==> src/hw/rtl/four_class_priority_fifo_macros.svh <==
// Assertion macros for the four-class priority FIFO.
// Included by the top level; no other dependencies.
`ifndef FOUR_CLASS_PRIORITY_FIFO_MACROS_SVH
`define FOUR_CLASS_PRIORITY_FIFO_MACROS_SVH

// Same-cycle implication, disabled while in reset.
`define FCPQ_ASSERT_IMP(lbl, clk, rst_n, ante, cons) \
  lbl: assert property (@(posedge clk) disable iff (!rst_n) (ante) |-> (cons)) \
    else $error("fcpq assertion failed");

// Next-cycle implication, disabled while in reset.
`define FCPQ_ASSERT_NXT(lbl, clk, rst_n, ante, cons) \
  lbl: assert property (@(posedge clk) disable iff (!rst_n) (ante) |=> (cons)) \
    else $error("fcpq assertion failed");

`endif

==> src/hw/rtl/fcpq_pkg.sv <==
// Shared types and constants for the four-class priority FIFO.
// No dependencies; used by the controller, datapath and top level.
package fcpq_pkg;

  localparam int unsigned NUM_CLASSES = 4;
  localparam int unsigned CLASS_W     = 2;
  localparam int unsigned TAG_W       = 16;
  localparam int unsigned AGE_W       = 8;
  localparam int unsigned STATUS_W    = 2;

  localparam logic [AGE_W-1:0] AGE_THRESHOLD_RESET = 8'd60;

  localparam logic REQ_ENQ   = 1'b0;
  localparam logic REQ_SERVE = 1'b1;

  localparam logic [STATUS_W-1:0] STS_SERVED = 2'd0;
  localparam logic [STATUS_W-1:0] STS_EMPTY  = 2'd1;
  localparam logic [STATUS_W-1:0] STS_FULL   = 2'd2;

  // controller -> datapath
  typedef struct packed {
    logic load;    // capture request beat
    logic push;    // write entry into its class
    logic reject;  // report full class
    logic empty;   // report all classes empty
    logic pop;     // read head of picked class
    logic emit;    // present popped entry
  } cmd_t;

  // datapath -> controller
  typedef struct packed {
    logic is_serve;
    logic cls_full;
    logic any_nonempty;
  } sts_t;

endpackage

==> src/hw/rtl/fcpq_ctrl.sv <==
// Controller state machine for the four-class priority FIFO.
// Depends on fcpq_pkg; drives the datapath through cmd_t, reads sts_t.
module fcpq_ctrl (
  input  logic           clk_i,
  input  logic           rst_ni,
  input  logic           start,
  output logic           busy,
  input  fcpq_pkg::sts_t sts_i,
  output fcpq_pkg::cmd_t cmd_o
);
  import fcpq_pkg::*;

  localparam logic [1:0] S_IDLE = 2'd0;
  localparam logic [1:0] S_EXEC = 2'd1;
  localparam logic [1:0] S_POP  = 2'd2;

  logic [1:0] state_q, state_d;

  always_ff @(posedge clk_i or negedge rst_ni) begin
    if (!rst_ni) begin
      state_q <= S_IDLE;
    end else begin
      state_q <= state_d;
    end
  end

  always_comb begin
    state_d = state_q;
    cmd_o   = '0;
    unique case (state_q)
      S_IDLE: begin
        if (start) begin
          cmd_o.load = 1'b1;
          state_d    = S_EXEC;
        end
      end
      S_EXEC: begin
        if (sts_i.is_serve) begin
          if (sts_i.any_nonempty) begin
            cmd_o.pop = 1'b1;
            state_d   = S_POP;
          end else begin
            cmd_o.empty = 1'b1;
            state_d     = S_IDLE;
          end
        end else begin
          if (sts_i.cls_full) begin
            cmd_o.reject = 1'b1;
          end else begin
            cmd_o.push = 1'b1;
          end
          state_d = S_IDLE;
        end
      end
      S_POP: begin
        cmd_o.emit = 1'b1;
        state_d    = S_IDLE;
      end
      default: begin
        state_d = S_IDLE;
      end
    endcase
  end

  assign busy = (state_q != S_IDLE);

endmodule

==> src/hw/rtl/fcpq_dp.sv <==
// Datapath for the four-class priority FIFO: request capture, threshold
// register, class store memory, per-class pointers and counts, result regs.
// Depends on fcpq_pkg; commanded by fcpq_ctrl.
module fcpq_dp #(
  parameter int unsigned CLASS_DEPTH = 16,
  parameter int unsigned TAG_BITS    = 16
) (
  input  logic                              clk_i,
  input  logic                              rst_ni,
  input  logic                              req_type_i,
  input  logic [fcpq_pkg::TAG_W-1:0]        entry_tag_i,
  input  logic [fcpq_pkg::AGE_W-1:0]        entry_age_i,
  input  logic                              entry_flag_i,
  input  logic                              cfg_we_i,
  input  logic [fcpq_pkg::AGE_W-1:0]        cfg_wdata_i,
  input  fcpq_pkg::cmd_t                    cmd_i,
  output fcpq_pkg::sts_t                    sts_o,
  output logic                              done_o,
  output logic [fcpq_pkg::STATUS_W-1:0]     status_o,
  output logic [fcpq_pkg::TAG_W-1:0]        out_tag_o,
  output logic [fcpq_pkg::AGE_W-1:0]        out_age_o,
  output logic                              out_flag_o,
  output logic [fcpq_pkg::CLASS_W-1:0]      out_class_o
);
  import fcpq_pkg::*;

  localparam int unsigned PW    = $clog2(CLASS_DEPTH);
  localparam int unsigned CW    = $clog2(CLASS_DEPTH + 1);
  localparam int unsigned AW    = CLASS_W + PW;
  localparam int unsigned SLOTS = NUM_CLASSES * (1 << PW);
  localparam int unsigned EW    = TAG_BITS + AGE_W + 1;
  localparam logic [PW-1:0] PTR_LAST = PW'(CLASS_DEPTH - 1);
  localparam logic [CW-1:0] CNT_FULL = CW'(CLASS_DEPTH);

  // request beat
  logic                req_q;
  logic [TAG_BITS-1:0] tag_q;
  logic [AGE_W-1:0]    age_q;
  logic                flag_q;
  logic [AGE_W-1:0]    thr_q;

  logic [TAG_BITS-1:0] tag_in;
  logic [TAG_W-1:0]    tag_out;

  logic [PW-1:0] head_q [NUM_CLASSES];
  logic [PW-1:0] tail_q [NUM_CLASSES];
  logic [CW-1:0] cnt_q  [NUM_CLASSES];

  logic [EW-1:0] mem_q [SLOTS];
  logic [EW-1:0] rd_q;

  logic [CLASS_W-1:0] enq_cls;
  logic [CLASS_W-1:0] pick_cls;
  logic [CLASS_W-1:0] pop_cls_q;
  logic               senior;
  logic               any_ne;

  logic                done_q;
  logic [STATUS_W-1:0] status_q;
  logic [TAG_W-1:0]    otag_q;
  logic [AGE_W-1:0]    oage_q;
  logic                oflag_q;
  logic [CLASS_W-1:0]  ocls_q;

  // tag resize in both directions
  for (genvar i = 0; i < TAG_BITS; i++) begin : g_tag_in
    if (i < TAG_W) begin : g_bit
      assign tag_in[i] = entry_tag_i[i];
    end else begin : g_zero
      assign tag_in[i] = 1'b0;
    end
  end
  for (genvar i = 0; i < TAG_W; i++) begin : g_tag_out
    if (i < TAG_BITS) begin : g_bit
      assign tag_out[i] = rd_q[AGE_W + 1 + i];
    end else begin : g_zero
      assign tag_out[i] = 1'b0;
    end
  end

  assign senior  = (age_q >= thr_q);
  assign enq_cls = {~flag_q, ~senior};

  always_comb begin
    pick_cls = CLASS_W'(3);
    any_ne   = 1'b1;
    priority if (cnt_q[0] != '0) begin
      pick_cls = CLASS_W'(0);
    end else if (cnt_q[1] != '0) begin
      pick_cls = CLASS_W'(1);
    end else if (cnt_q[2] != '0) begin
      pick_cls = CLASS_W'(2);
    end else if (cnt_q[3] != '0) begin
      pick_cls = CLASS_W'(3);
    end else begin
      any_ne = 1'b0;
    end
  end

  assign sts_o.is_serve     = (req_q == REQ_SERVE);
  assign sts_o.cls_full     = (cnt_q[enq_cls] == CNT_FULL);
  assign sts_o.any_nonempty = any_ne;

  always_ff @(posedge clk_i) begin
    if (cmd_i.load) begin
      req_q  <= req_type_i;
      tag_q  <= tag_in;
      age_q  <= entry_age_i;
      flag_q <= entry_flag_i;
    end
  end

  always_ff @(posedge clk_i or negedge rst_ni) begin
    if (!rst_ni) begin
      thr_q <= AGE_THRESHOLD_RESET;
    end else if (cfg_we_i) begin
      thr_q <= cfg_wdata_i;
    end
  end

  // class store
  always_ff @(posedge clk_i) begin
    if (cmd_i.push) begin
      mem_q[{enq_cls, tail_q[enq_cls]}] <= {tag_q, age_q, flag_q};
    end
    if (cmd_i.pop) begin
      rd_q      <= mem_q[AW'({pick_cls, head_q[pick_cls]})];
      pop_cls_q <= pick_cls;
    end
  end

  always_ff @(posedge clk_i or negedge rst_ni) begin
    if (!rst_ni) begin
      for (int c = 0; c < NUM_CLASSES; c++) begin
        head_q[c] <= '0;
        tail_q[c] <= '0;
        cnt_q[c]  <= '0;
      end
    end else begin
      if (cmd_i.push) begin
        tail_q[enq_cls] <= (tail_q[enq_cls] == PTR_LAST) ? '0 : tail_q[enq_cls] + 1'b1;
        cnt_q[enq_cls]  <= cnt_q[enq_cls] + 1'b1;
      end
      if (cmd_i.pop) begin
        head_q[pick_cls] <= (head_q[pick_cls] == PTR_LAST) ? '0 : head_q[pick_cls] + 1'b1;
        cnt_q[pick_cls]  <= cnt_q[pick_cls] - 1'b1;
      end
    end
  end

  // result beat
  always_ff @(posedge clk_i or negedge rst_ni) begin
    if (!rst_ni) begin
      done_q <= 1'b0;
    end else begin
      done_q <= cmd_i.reject | cmd_i.empty | cmd_i.emit;
    end
  end

  always_ff @(posedge clk_i) begin
    if (cmd_i.emit) begin
      status_q <= STS_SERVED;
      otag_q   <= tag_out;
      oage_q   <= rd_q[AGE_W:1];
      oflag_q  <= rd_q[0];
      ocls_q   <= pop_cls_q;
    end else if (cmd_i.reject) begin
      status_q <= STS_FULL;
      otag_q   <= '0;
      oage_q   <= '0;
      oflag_q  <= 1'b0;
      ocls_q   <= enq_cls;
    end else if (cmd_i.empty) begin
      status_q <= STS_EMPTY;
      otag_q   <= '0;
      oage_q   <= '0;
      oflag_q  <= 1'b0;
      ocls_q   <= '0;
    end
  end

  assign done_o      = done_q;
  assign status_o    = status_q;
  assign out_tag_o   = otag_q;
  assign out_age_o   = oage_q;
  assign out_flag_o  = oflag_q;
  assign out_class_o = ocls_q;

endmodule

==> src/hw/rtl/four_class_priority_fifo.sv <==
// Top level of the four-class strict-priority FIFO.
// Depends on fcpq_pkg, fcpq_ctrl, fcpq_dp and four_class_priority_fifo_macros.svh.
`include "four_class_priority_fifo_macros.svh"

// A request beat is taken when start is high and busy is low. An enqueue
// and a serve of an empty queue go from the idle state to the execute state;
// a serve that pops adds a pop state for the registered read of the class store.
// A result beat (rejected enqueue, empty, or served entry) appears on the
// output ports for one cycle with done_o high, in the cycle after the request
// finishes; the receiver must take it then, as there is no backpressure. A
// successful enqueue gives no result beat. The threshold may be written
// whenever busy is low and no result is pending.
module four_class_priority_fifo #(
  parameter int unsigned CLASS_DEPTH = 16,
  parameter int unsigned TAG_BITS    = 16
) (
  input  logic                          clk_i,
  input  logic                          rst_ni,
  input  logic                          start,
  output logic                          busy,
  input  logic                          req_type_i,
  input  logic [fcpq_pkg::TAG_W-1:0]    entry_tag_i,
  input  logic [fcpq_pkg::AGE_W-1:0]    entry_age_i,
  input  logic                          entry_flag_i,
  input  logic                          cfg_we_i,
  input  logic [fcpq_pkg::AGE_W-1:0]    cfg_wdata_i,
  output logic                          done_o,
  output logic [fcpq_pkg::STATUS_W-1:0] status_o,
  output logic [fcpq_pkg::TAG_W-1:0]    out_tag_o,
  output logic [fcpq_pkg::AGE_W-1:0]    out_age_o,
  output logic                          out_flag_o,
  output logic [fcpq_pkg::CLASS_W-1:0]  out_class_o
);
  import fcpq_pkg::*;

  cmd_t cmd;
  sts_t sts;

  fcpq_ctrl u_ctrl (
    .clk_i  (clk_i),
    .rst_ni (rst_ni),
    .start  (start),
    .busy   (busy),
    .sts_i  (sts),
    .cmd_o  (cmd)
  );

  fcpq_dp #(
    .CLASS_DEPTH (CLASS_DEPTH),
    .TAG_BITS    (TAG_BITS)
  ) u_dp (
    .clk_i        (clk_i),
    .rst_ni       (rst_ni),
    .req_type_i   (req_type_i),
    .entry_tag_i  (entry_tag_i),
    .entry_age_i  (entry_age_i),
    .entry_flag_i (entry_flag_i),
    .cfg_we_i     (cfg_we_i),
    .cfg_wdata_i  (cfg_wdata_i),
    .cmd_i        (cmd),
    .sts_o        (sts),
    .done_o       (done_o),
    .status_o     (status_o),
    .out_tag_o    (out_tag_o),
    .out_age_o    (out_age_o),
    .out_flag_o   (out_flag_o),
    .out_class_o  (out_class_o)
  );

  `FCPQ_ASSERT_NXT(a_accept_busy, clk_i, rst_ni, start && !busy, busy)
  `FCPQ_ASSERT_IMP(a_done_after_busy, clk_i, rst_ni, done_o, $past(busy))
  `FCPQ_ASSERT_IMP(a_unserved_zero, clk_i, rst_ni, done_o && (status_o != STS_SERVED), (out_tag_o == '0) && (out_age_o == '0) && !out_flag_o)

endmodule
==> config.mk <==
export PLATFORM = sky130hd
export DESIGN_NAME = four_class_priority_fifo
export DESIGN_NICKNAME = d
export VERILOG_FILES = /design/src/hw/rtl/fcpq_pkg.sv /design/src/hw/rtl/fcpq_ctrl.sv /design/src/hw/rtl/fcpq_dp.sv /design/src/hw/rtl/four_class_priority_fifo.sv
export VERILOG_INCLUDE_DIRS = /design/src /design/src/hw/rtl
export SDC_FILE = /design/constraint.sdc
export NUM_CORES = 2
export LEC_CHECK = 0
export ABC_AREA = 1
export BUFFER_PORTS_ARGS = -buffer_cell sky130_fd_sc_hd__buf_2
export CORE_ASPECT_RATIO = 0.6
export CORE_UTILIZATION = 45
export DETAILED_ROUTE_END_ITERATION = 7
export PLACE_DENSITY = 0.67
export SLEW_MARGIN = 10
export SYNTH_ARGS = -nofsm -noshare
export SYNTH_HDL_FRONTEND = slang
export SYNTH_SLANG_ARGS = --single-unit
==> constraint.sdc <==
create_clock -name clk_i -period 6.9 [get_ports clk_i]
set_input_delay 0.345 -clock clk_i [delete_from_list [all_inputs] [get_ports clk_i]]
set_output_delay 0.345 -clock clk_i [all_outputs]
set_load 0.05 [all_outputs]
Word-level counts from Yosys, hierarchy flattened
Memories as Yosys holds them, arrays and structs flattened. A register that Yosys moved wholly into a read port is not among the register bits.
Cells that the tools add are included.
{"block": "classes", "magnitude_cmp": 5, "bitwise": 6, "n_reduce_logical": 11, "n_eq_ne": 6, "n_mux": 65, "addsub": 4}
{"op": "$mux W16", "count": 3}
{"op": "$bwmux W20", "count": 2}
{"op": "$mux W20", "count": 2}
{"op": "$mux W4", "count": 9}
{"op": "$bwmux W16", "count": 2}
{"op": "$mux W5", "count": 6}
{"op": "$mux W2", "count": 12}
{"op": "$mux W8", "count": 3}
{"op": "$bmux W5 S2", "count": 2}
{"op": "$demux W5 S2", "count": 2}
{"op": "$reduce_bool A5 Y1", "count": 4}
{"op": "$mux W1", "count": 17}
{"op": "$bmux W4 S2", "count": 2}
{"op": "$demux W4 S2", "count": 2}
{"op": "$add A4 B1 Y4 const B", "count": 2}
{"op": "$eq A4 B4 Y1 const B", "count": 2}
{"op": "$ge A8 B8 Y1", "count": 1}
{"op": "$ge A3 B3 Y1 const B", "count": 2}
{"op": "$lt A3 B1 Y1 const B", "count": 2}
{"op": "$not A2 Y3", "count": 2}
{"op": "$add A5 B1 Y5 const B", "count": 1}
{"op": "$eq A5 B5 Y1 const B", "count": 1}
{"op": "$sub A5 B1 Y5 const B", "count": 1}
{"op": "$pmux W2 S2", "count": 1}
{"op": "other kinds (10)", "count": 14}
{"block": "word_totals", "word_cells": 124, "mem_bits_rw": 1600, "output_inout_bits": 31, "memories": 1, "inputBits": 38, "reg_bits": 120}
{"name": "u_dp.mem_q", "words": 64, "word_bits": 25, "read_ports": 1, "rd_ports_with_merged_regs": 1, "wr": 1, "line_no": "fcpq_dp.sv:49", "rtl": "logic [EW-1:0] mem_q [SLOTS];"}

Longest topological paths before layout
{"block": "logic_depth", "word_depth": 13, "ltp_mapped": 22, "depth_no_buf": 21}

Modules after synthesis
From an unflattened synthesis, not the netlist that was laid out.
{"block": "hier_totals", "cells_unflattened": 7078, "area_unflattened_um2": 76943.8}
{"mod": "fcpq_dp", "cells_per_inst": 7056, "area_each_um2": 76813.7, "n_inst": 1, "seq_area_each_um2": 52019.9}
{"mod": "fcpq_ctrl", "cells_per_inst": 22, "area_each_um2": 130.1, "n_inst": 1, "seq_area_each_um2": 50.0}

Worst setup path after synthesis
OpenSTA, ideal clock, no wires.
{"block": "synth_timing", "path_kind": "register to register", "from": "register u_dp.age_q[7]", "to": "memory u_dp.mem_q[22][0] (netlist bit) (enable)", "slack_ns": 1.698, "setup_time_ns": 0.438, "t_arrival_ns": 4.764, "path_stages_with_launch": 15, "path_buffers": 1, "required_time_ns": 6.462, "cell_sequence": "edfxtp_1 ha_1 a21o_1 nor2_4 buf_2 nand4_1 nand2_1 inv_1 nand2_1 nor2_1 nand3_2 nand3_2 inv_1 nand2_1 nor3_1"}
{"block": "synth_via", "elab_chain_cells": 12}
{"element": "from (decl)", "line_no": "fcpq_dp.sv:38", "rtl": "logic [AGE_W-1:0] age_q;"}
{"element": "from (signal assigned)", "line_no": "fcpq_dp.sv:108", "rtl": "age_q <= entry_age_i;"}
{"element": "$ge A8 B8 Y1 *", "line_no": "fcpq_dp.sv:81", "rtl": "assign senior = (age_q >= thr_q);"}
{"element": "$not A1 Y1 *", "line_no": "fcpq_dp.sv:82", "rtl": "assign enq_cls = {~flag_q, ~senior};"}
{"element": "$not A2 Y3 (implied by the code)", "line_no": "fcpq_dp.sv:101, fcpq_dp.sv:124"}
{"element": "$bmux W5 S2", "line_no": "fcpq_dp.sv:101", "rtl": "assign sts_o.cls_full = (cnt_q[enq_cls] == CNT_FULL);"}
{"element": "$mux W5 (implied by the code) (2 in series)", "line_no": "fcpq_dp.sv:101"}
{"element": "$eq A5 B5 Y1", "line_no": "fcpq_dp.sv:101"}
{"element": "$mux W1", "line_no": "fcpq_ctrl.sv:47", "rtl": "if (sts_i.cls_full) begin"}
{"element": "$mux W2", "line_no": "fcpq_ctrl.sv:38", "rtl": "if (sts_i.is_serve) begin"}
{"element": "$mux W4", "line_no": "fcpq_ctrl.sv:30", "rtl": "unique case (state_q)"}
{"element": "$mux W1", "line_no": "fcpq_dp.sv:123", "rtl": "if (cmd_i.push) begin"}
{"element": "$mux W1 (implied by the code)", "line_no": "fcpq_dp.sv:124", "rtl": "mem_q[{enq_cls, tail_q[enq_cls]}] <= {tag_q, age_q, flag_q};"}
{"element": "to (decl)", "line_no": "fcpq_dp.sv:49"}
Mark *: on every way between the ends. The rest lies on a longest branch, timed or not. The select of a mux whose other input is x is not followed.

Worst setup path after layout
{"block": "layout_timing", "from": "register u_dp.thr_q[5]", "to": "memory u_dp.mem_q[9][6] (netlist bit) (enable)"}
{"block": "layout_via", "elab_chain_cells": 12}
{"element": "from (decl)", "line_no": "fcpq_dp.sv:40", "rtl": "logic [AGE_W-1:0] thr_q;"}
{"element": "from (signal assigned)", "line_no": "fcpq_dp.sv:117", "rtl": "thr_q <= cfg_wdata_i;"}
{"element": "$ge A8 B8 Y1 *", "line_no": "fcpq_dp.sv:81"}
{"element": "$not A1 Y1 *", "line_no": "fcpq_dp.sv:82"}
{"element": "$not A2 Y3 (implied by the code)", "line_no": "fcpq_dp.sv:101, fcpq_dp.sv:124"}
{"element": "$bmux W5 S2", "line_no": "fcpq_dp.sv:101"}
{"element": "$mux W5 (implied by the code) (2 in series)", "line_no": "fcpq_dp.sv:101"}
{"element": "$eq A5 B5 Y1", "line_no": "fcpq_dp.sv:101"}
{"element": "$mux W1", "line_no": "fcpq_ctrl.sv:47"}
{"element": "$mux W2", "line_no": "fcpq_ctrl.sv:38"}
{"element": "$mux W4", "line_no": "fcpq_ctrl.sv:30"}
{"element": "$mux W1", "line_no": "fcpq_dp.sv:123"}
{"element": "$mux W1 (implied by the code)", "line_no": "fcpq_dp.sv:124"}
Marks and branches as above.

==> flow_summary_export.csv <==
group,metric,value,unit
yosys,syn_avg_cell_area,11.1,sq um
yosys,count_of_flip_flops_with_a_built_in_enable_after_synthesis,1680,
power_and_ir_drop,p_switching,16500,uW
power_and_ir_drop,switching_fraction,0.439,
job,number_of_maximum_capacitance_violations,0,
timing,max_freq,192,MHz
yosys,synth_fa_ha_area_frac,0.00183,
critical_path,crit_path_max_fanout,25,
yosys,synthesized_area_fraction_occupied_by_ao_oa_aoi_and_oai_cells,0.0114,
cts,clkTransAtPathRegs,60,ps
cts,htreeDepth,4,
yosys,synth_xor_area_frac,0.000700,
yosys,netlist.top_cell.by_area,"sky130_fd_sc_hd__edfxtp_1",
finish,fillers,14234,
run_status,violations_in_the_final_reports,"design-rule violations",
timing,finalSetupTns,0,ps
timing,fin_crit_sh,0.755,
timing,fin_worst_hold_slack,49.8,ps
power_and_ir_drop,peakVddDrop,0.464,mV
global_route,global_route_wire_length_before_repair,331,mm
timing,final.min_clock_period,5210,ps
timing,hold_viol,0,
finish,leading_cell_types_in_the_layout_fill_and_taps_excluded,"sky130_fd_sc_hd__nand2_1 (1767), sky130_fd_sc_hd__edfxtp_1 (1680), sky130_fd_sc_hd__nand3_1 (1457)",
route,postRouteAntennaNets,0,
global_route,groute.usage.overall,0.268,
yosys,synth.top_cell.area_share,0.672,
yosys,ys_types,42,
critical_path,worstSetupStartpointType,"register",
route,met3RoutedLength,37.2,mm
timing,clock-skew-final,50.9,ps
yosys,mappedNetlistNets,6814,
placed_design,port-buffer-count,68,
finish,drive_gt1_frac,0.0841,
finish,design.final.nets,6849,
yosys,postSynth.asyncResetShare,0.0361,
critical_path,timing_worst_setup_path_type,"reg -> reg",
floorplan,die_area,169000,sq um
floorplan,die_width,529,um
route,vias,52116,
floorplan,fp.dieH,318,um
yosys,main_combinational_cell_family_by_area_after_synthesis,"simple AND/OR/NAND/NOR gates",
cts,cts_tree,"yes",
global_route,grt_start_max_net_pins,175,
power_and_ir_drop,clock_power_share,0.241,
finish,areaGrowthSynthToFinish,11.1,%
power_and_ir_drop,comb_power_share,0.435,
finish,antenna_cells,0,
cts,clock_path_buffers,4,
power_and_ir_drop,seqPwrFrac,0.324,
timing,rsz0062_at_grt,"no",
cts,cts_buffers,168,
power_and_ir_drop,internal_power,21100,uW
route,wl_per_cell,25.1,um
placed_design,placed_area,77800,sq um
floorplan,row_count,115,
finish,finish.instance_area,83500,sq um
yosys,ys_seq_area_frac,0.693,
placed_design,post-place-cells,8806,
floorplan,start_util,0.456,
finish,most_common_cell_after_layout_fill_and_taps_aside,"sky130_fd_sc_hd__nand2_1",
cts,worst_skew_pair.late_latency,820,ps
floorplan,boundaryPins,69,
yosys,syn_inst,6765,
critical_path,worst-endpoint-arrival,5640,ps
placed_design,detailedPlacementHpwl,134,mm
timing,setup_viol_count_final,0,
hold_path,min-delay-path-class,"in -> reg",
yosys,muxShareOfSynthArea,0.000150,
cts,clock_sinks,1745,
run_status,status,"complete, but fails checks",
global_route,globalRoute.totalOverflow,0,
yosys,synth_ff_type,"sky130_fd_sc_hd__edfxtp_1",
placed_design,preCtsSetupSlack,1810,ps
power_and_ir_drop,p_leak,0.0319,uW
route,post_drt_via_cell_ratio,5.70,
route,drtPass1Iterations,8,
route,detail_route.iter0.violations,8417,
route,drcViolationCount,1,
power_and_ir_drop,power_per_cell_area,451,nW/um^2
finish,fin_cells,9147,
critical_path,crit_required,7330,ps
route,highest_layer,"met5",
route,route.met2.wl,91.2,mm
yosys,yosys_register_bits,1745,
cts,root_buffer,"sky130_fd_sc_hd__clkbuf_16",
global_route,antenna_found_initial,12,
floorplan,fp.coreArea,165000,sq um
yosys,yosys-top-cells-area,"sky130_fd_sc_hd__edfxtp_1 (67%), sky130_fd_sc_hd__nand3_1 (9.7%), sky130_fd_sc_hd__nand2_1 (8.8%), sky130_fd_sc_hd__inv_1 (3.1%), sky130_fd_sc_hd__nand3b_1 (3.0%)",
yosys,synth-simple-area-share,0.232,
timing,tightest_slew,1310,ps
yosys,syn_area,75100,sq um
timing,relSlewSlack,0.129,
timing,worst_slack,1690,ps
global_route,first_global_vias,47883,
route,finalWirelength,230,mm
route,wl_met1,96.5,mm
critical_path,endpoint_kind,"register",
placed_design,gp_congestion,0.978,
timing,drv_slew,0,
yosys,synth.yosys.warnings,0,
[layout make-up]
class / count / area, sq um / share of cell area
clock buffers: 210 / 4510 / 0.0540
clock inverters: 84 / 698 / 0.00836
inverters: 640 / 2420 / 0.0290
multi-input cells: 3966 / 18700 / 0.224
flip-flops and latches: 1745 / 52100 / 0.624
well taps: 2223 / 2780 / 0.0333
repair buffers: 279 / 2290 / 0.0275
[cells in the mapped netlist (8+ instances only)]
cell / count
sky130_fd_sc_hd__a21oi_1: 109
sky130_fd_sc_hd__buf_1: 17
sky130_fd_sc_hd__buf_2: 251
sky130_fd_sc_hd__buf_4: 53
sky130_fd_sc_hd__buf_6: 16
sky130_fd_sc_hd__clkbuf_1: 77
sky130_fd_sc_hd__dfrtp_1: 59
sky130_fd_sc_hd__edfxtp_1: 1680
sky130_fd_sc_hd__ha_1: 11
sky130_fd_sc_hd__inv_1: 619
sky130_fd_sc_hd__inv_2: 15
sky130_fd_sc_hd__nand2_1: 1768
sky130_fd_sc_hd__nand2_2: 9
sky130_fd_sc_hd__nand3_1: 1458
sky130_fd_sc_hd__nand3_2: 8
sky130_fd_sc_hd__nand3b_1: 301
sky130_fd_sc_hd__nand4_1: 17
sky130_fd_sc_hd__nor2_1: 202
sky130_fd_sc_hd__o21ai_0: 35
[final timing paths]
path                                    endpoint  slack (ps)              from  depth (start not counted)
max in group asynchronous         u_dp.tail_q[0]        6050            rst_ni                          3
min in group asynchronous          u_dp.cnt_q[7]         270            rst_ni                          3
worst min-delay path               u_dp.thr_q[0]          50          cfg_we_i                          2
worst min register to register  u_dp.status_o[0]         450  u_dp.status_o[0]                          2
worst max-delay path            u_dp.mem_q[9][6]        1690     u_dp.thr_q[5]                         15
worst max register to register  u_dp.mem_q[9][6]        1690     u_dp.thr_q[5]                         15
[through the flow]
stage                      util  power (uW)
after global placement    0.472       28000
after global routing      0.507       39200
after CTS                 0.507       37100
after detailed placement  0.472       28100
final                     0.507       37600
after floorplan               -       22400
[logic make-up after synthesis]
family | after synthesis
adders and majority gates | 11
buffers and inverters | 1054
and+or+nand+nor | 3787
muxes | 1
AOI/OAI and AO/OA | 161
DFF | 1745
xor gates and xnor gates | 6
[repair_timing]
item	CTS	global route
endpoints found under the setup margin	0	0
hold buffers	47	0
resized for setup	0	0
buffers inserted	0	0
hold endpoints to repair	91	0
[flip-flops by register name, indices dropped and copies added (netlist names)]
name and flops:
u_dp.mem_q 1600, u_dp.rd_q 25, u_dp.cnt_q 20, u_dp.head_q 16, u_dp.out_tag_o 16, u_dp.tag_q 16, u_dp.tail_q 16, u_dp.age_q 8
u_dp.out_age_o 8, u_dp.thr_q 8, u_ctrl.state_q 2, u_dp.out_class_o 2, u_dp.pop_cls_q 2, u_dp.status_o 2, u_dp.done_o 1, u_dp.flag_q 1
u_dp.out_flag_o 1, u_dp.req_q 1
[layer usage]
| metal | global-route usage | vias up |
|---|---|---|
| met2 | 0.352 | 3195 |
| li1 | - | 23238 |
| met1 | 0.410 | 25363 |
| met4 | 0.0593 | 10 |
| met5 | 0 | - |
| met3 | 0.108 | 310 |
[power by group through the flow]
stage | registers [uW] | clock network [uW] | logic [uW]
after CTS | 12200 | 9120 | 15800
after global routing | 12200 | 9510 | 17500
final | 12200 | 9060 | 16400
after detailed placement | 12400 | 0 | 15700
after floorplan | 12500 | 0 | 9950
after global placement | 12400 | 0 | 15600
[critical path, cell delays in order (launching register included)]
cell,delay [ps]
sky130_fd_sc_hd__dfstp_2,520
sky130_fd_sc_hd__inv_1,50
sky130_fd_sc_hd__ha_1,320
sky130_fd_sc_hd__a21oi_1,160
sky130_fd_sc_hd__nor2_1,90
sky130_fd_sc_hd__nor2_4,290
sky130_fd_sc_hd__nand2_2,330
sky130_fd_sc_hd__nor2_2,380
sky130_fd_sc_hd__inv_1,100
sky130_fd_sc_hd__nor2_1,130
sky130_fd_sc_hd__nor2_1,50
sky130_fd_sc_hd__nand3_1,370
sky130_fd_sc_hd__inv_1,270
sky130_fd_sc_hd__nor2_1,160
sky130_fd_sc_hd__nand2_1,490
sky130_fd_sc_hd__nor2_2,1130
No activity file was read; power rests on OpenSTA's default activity.
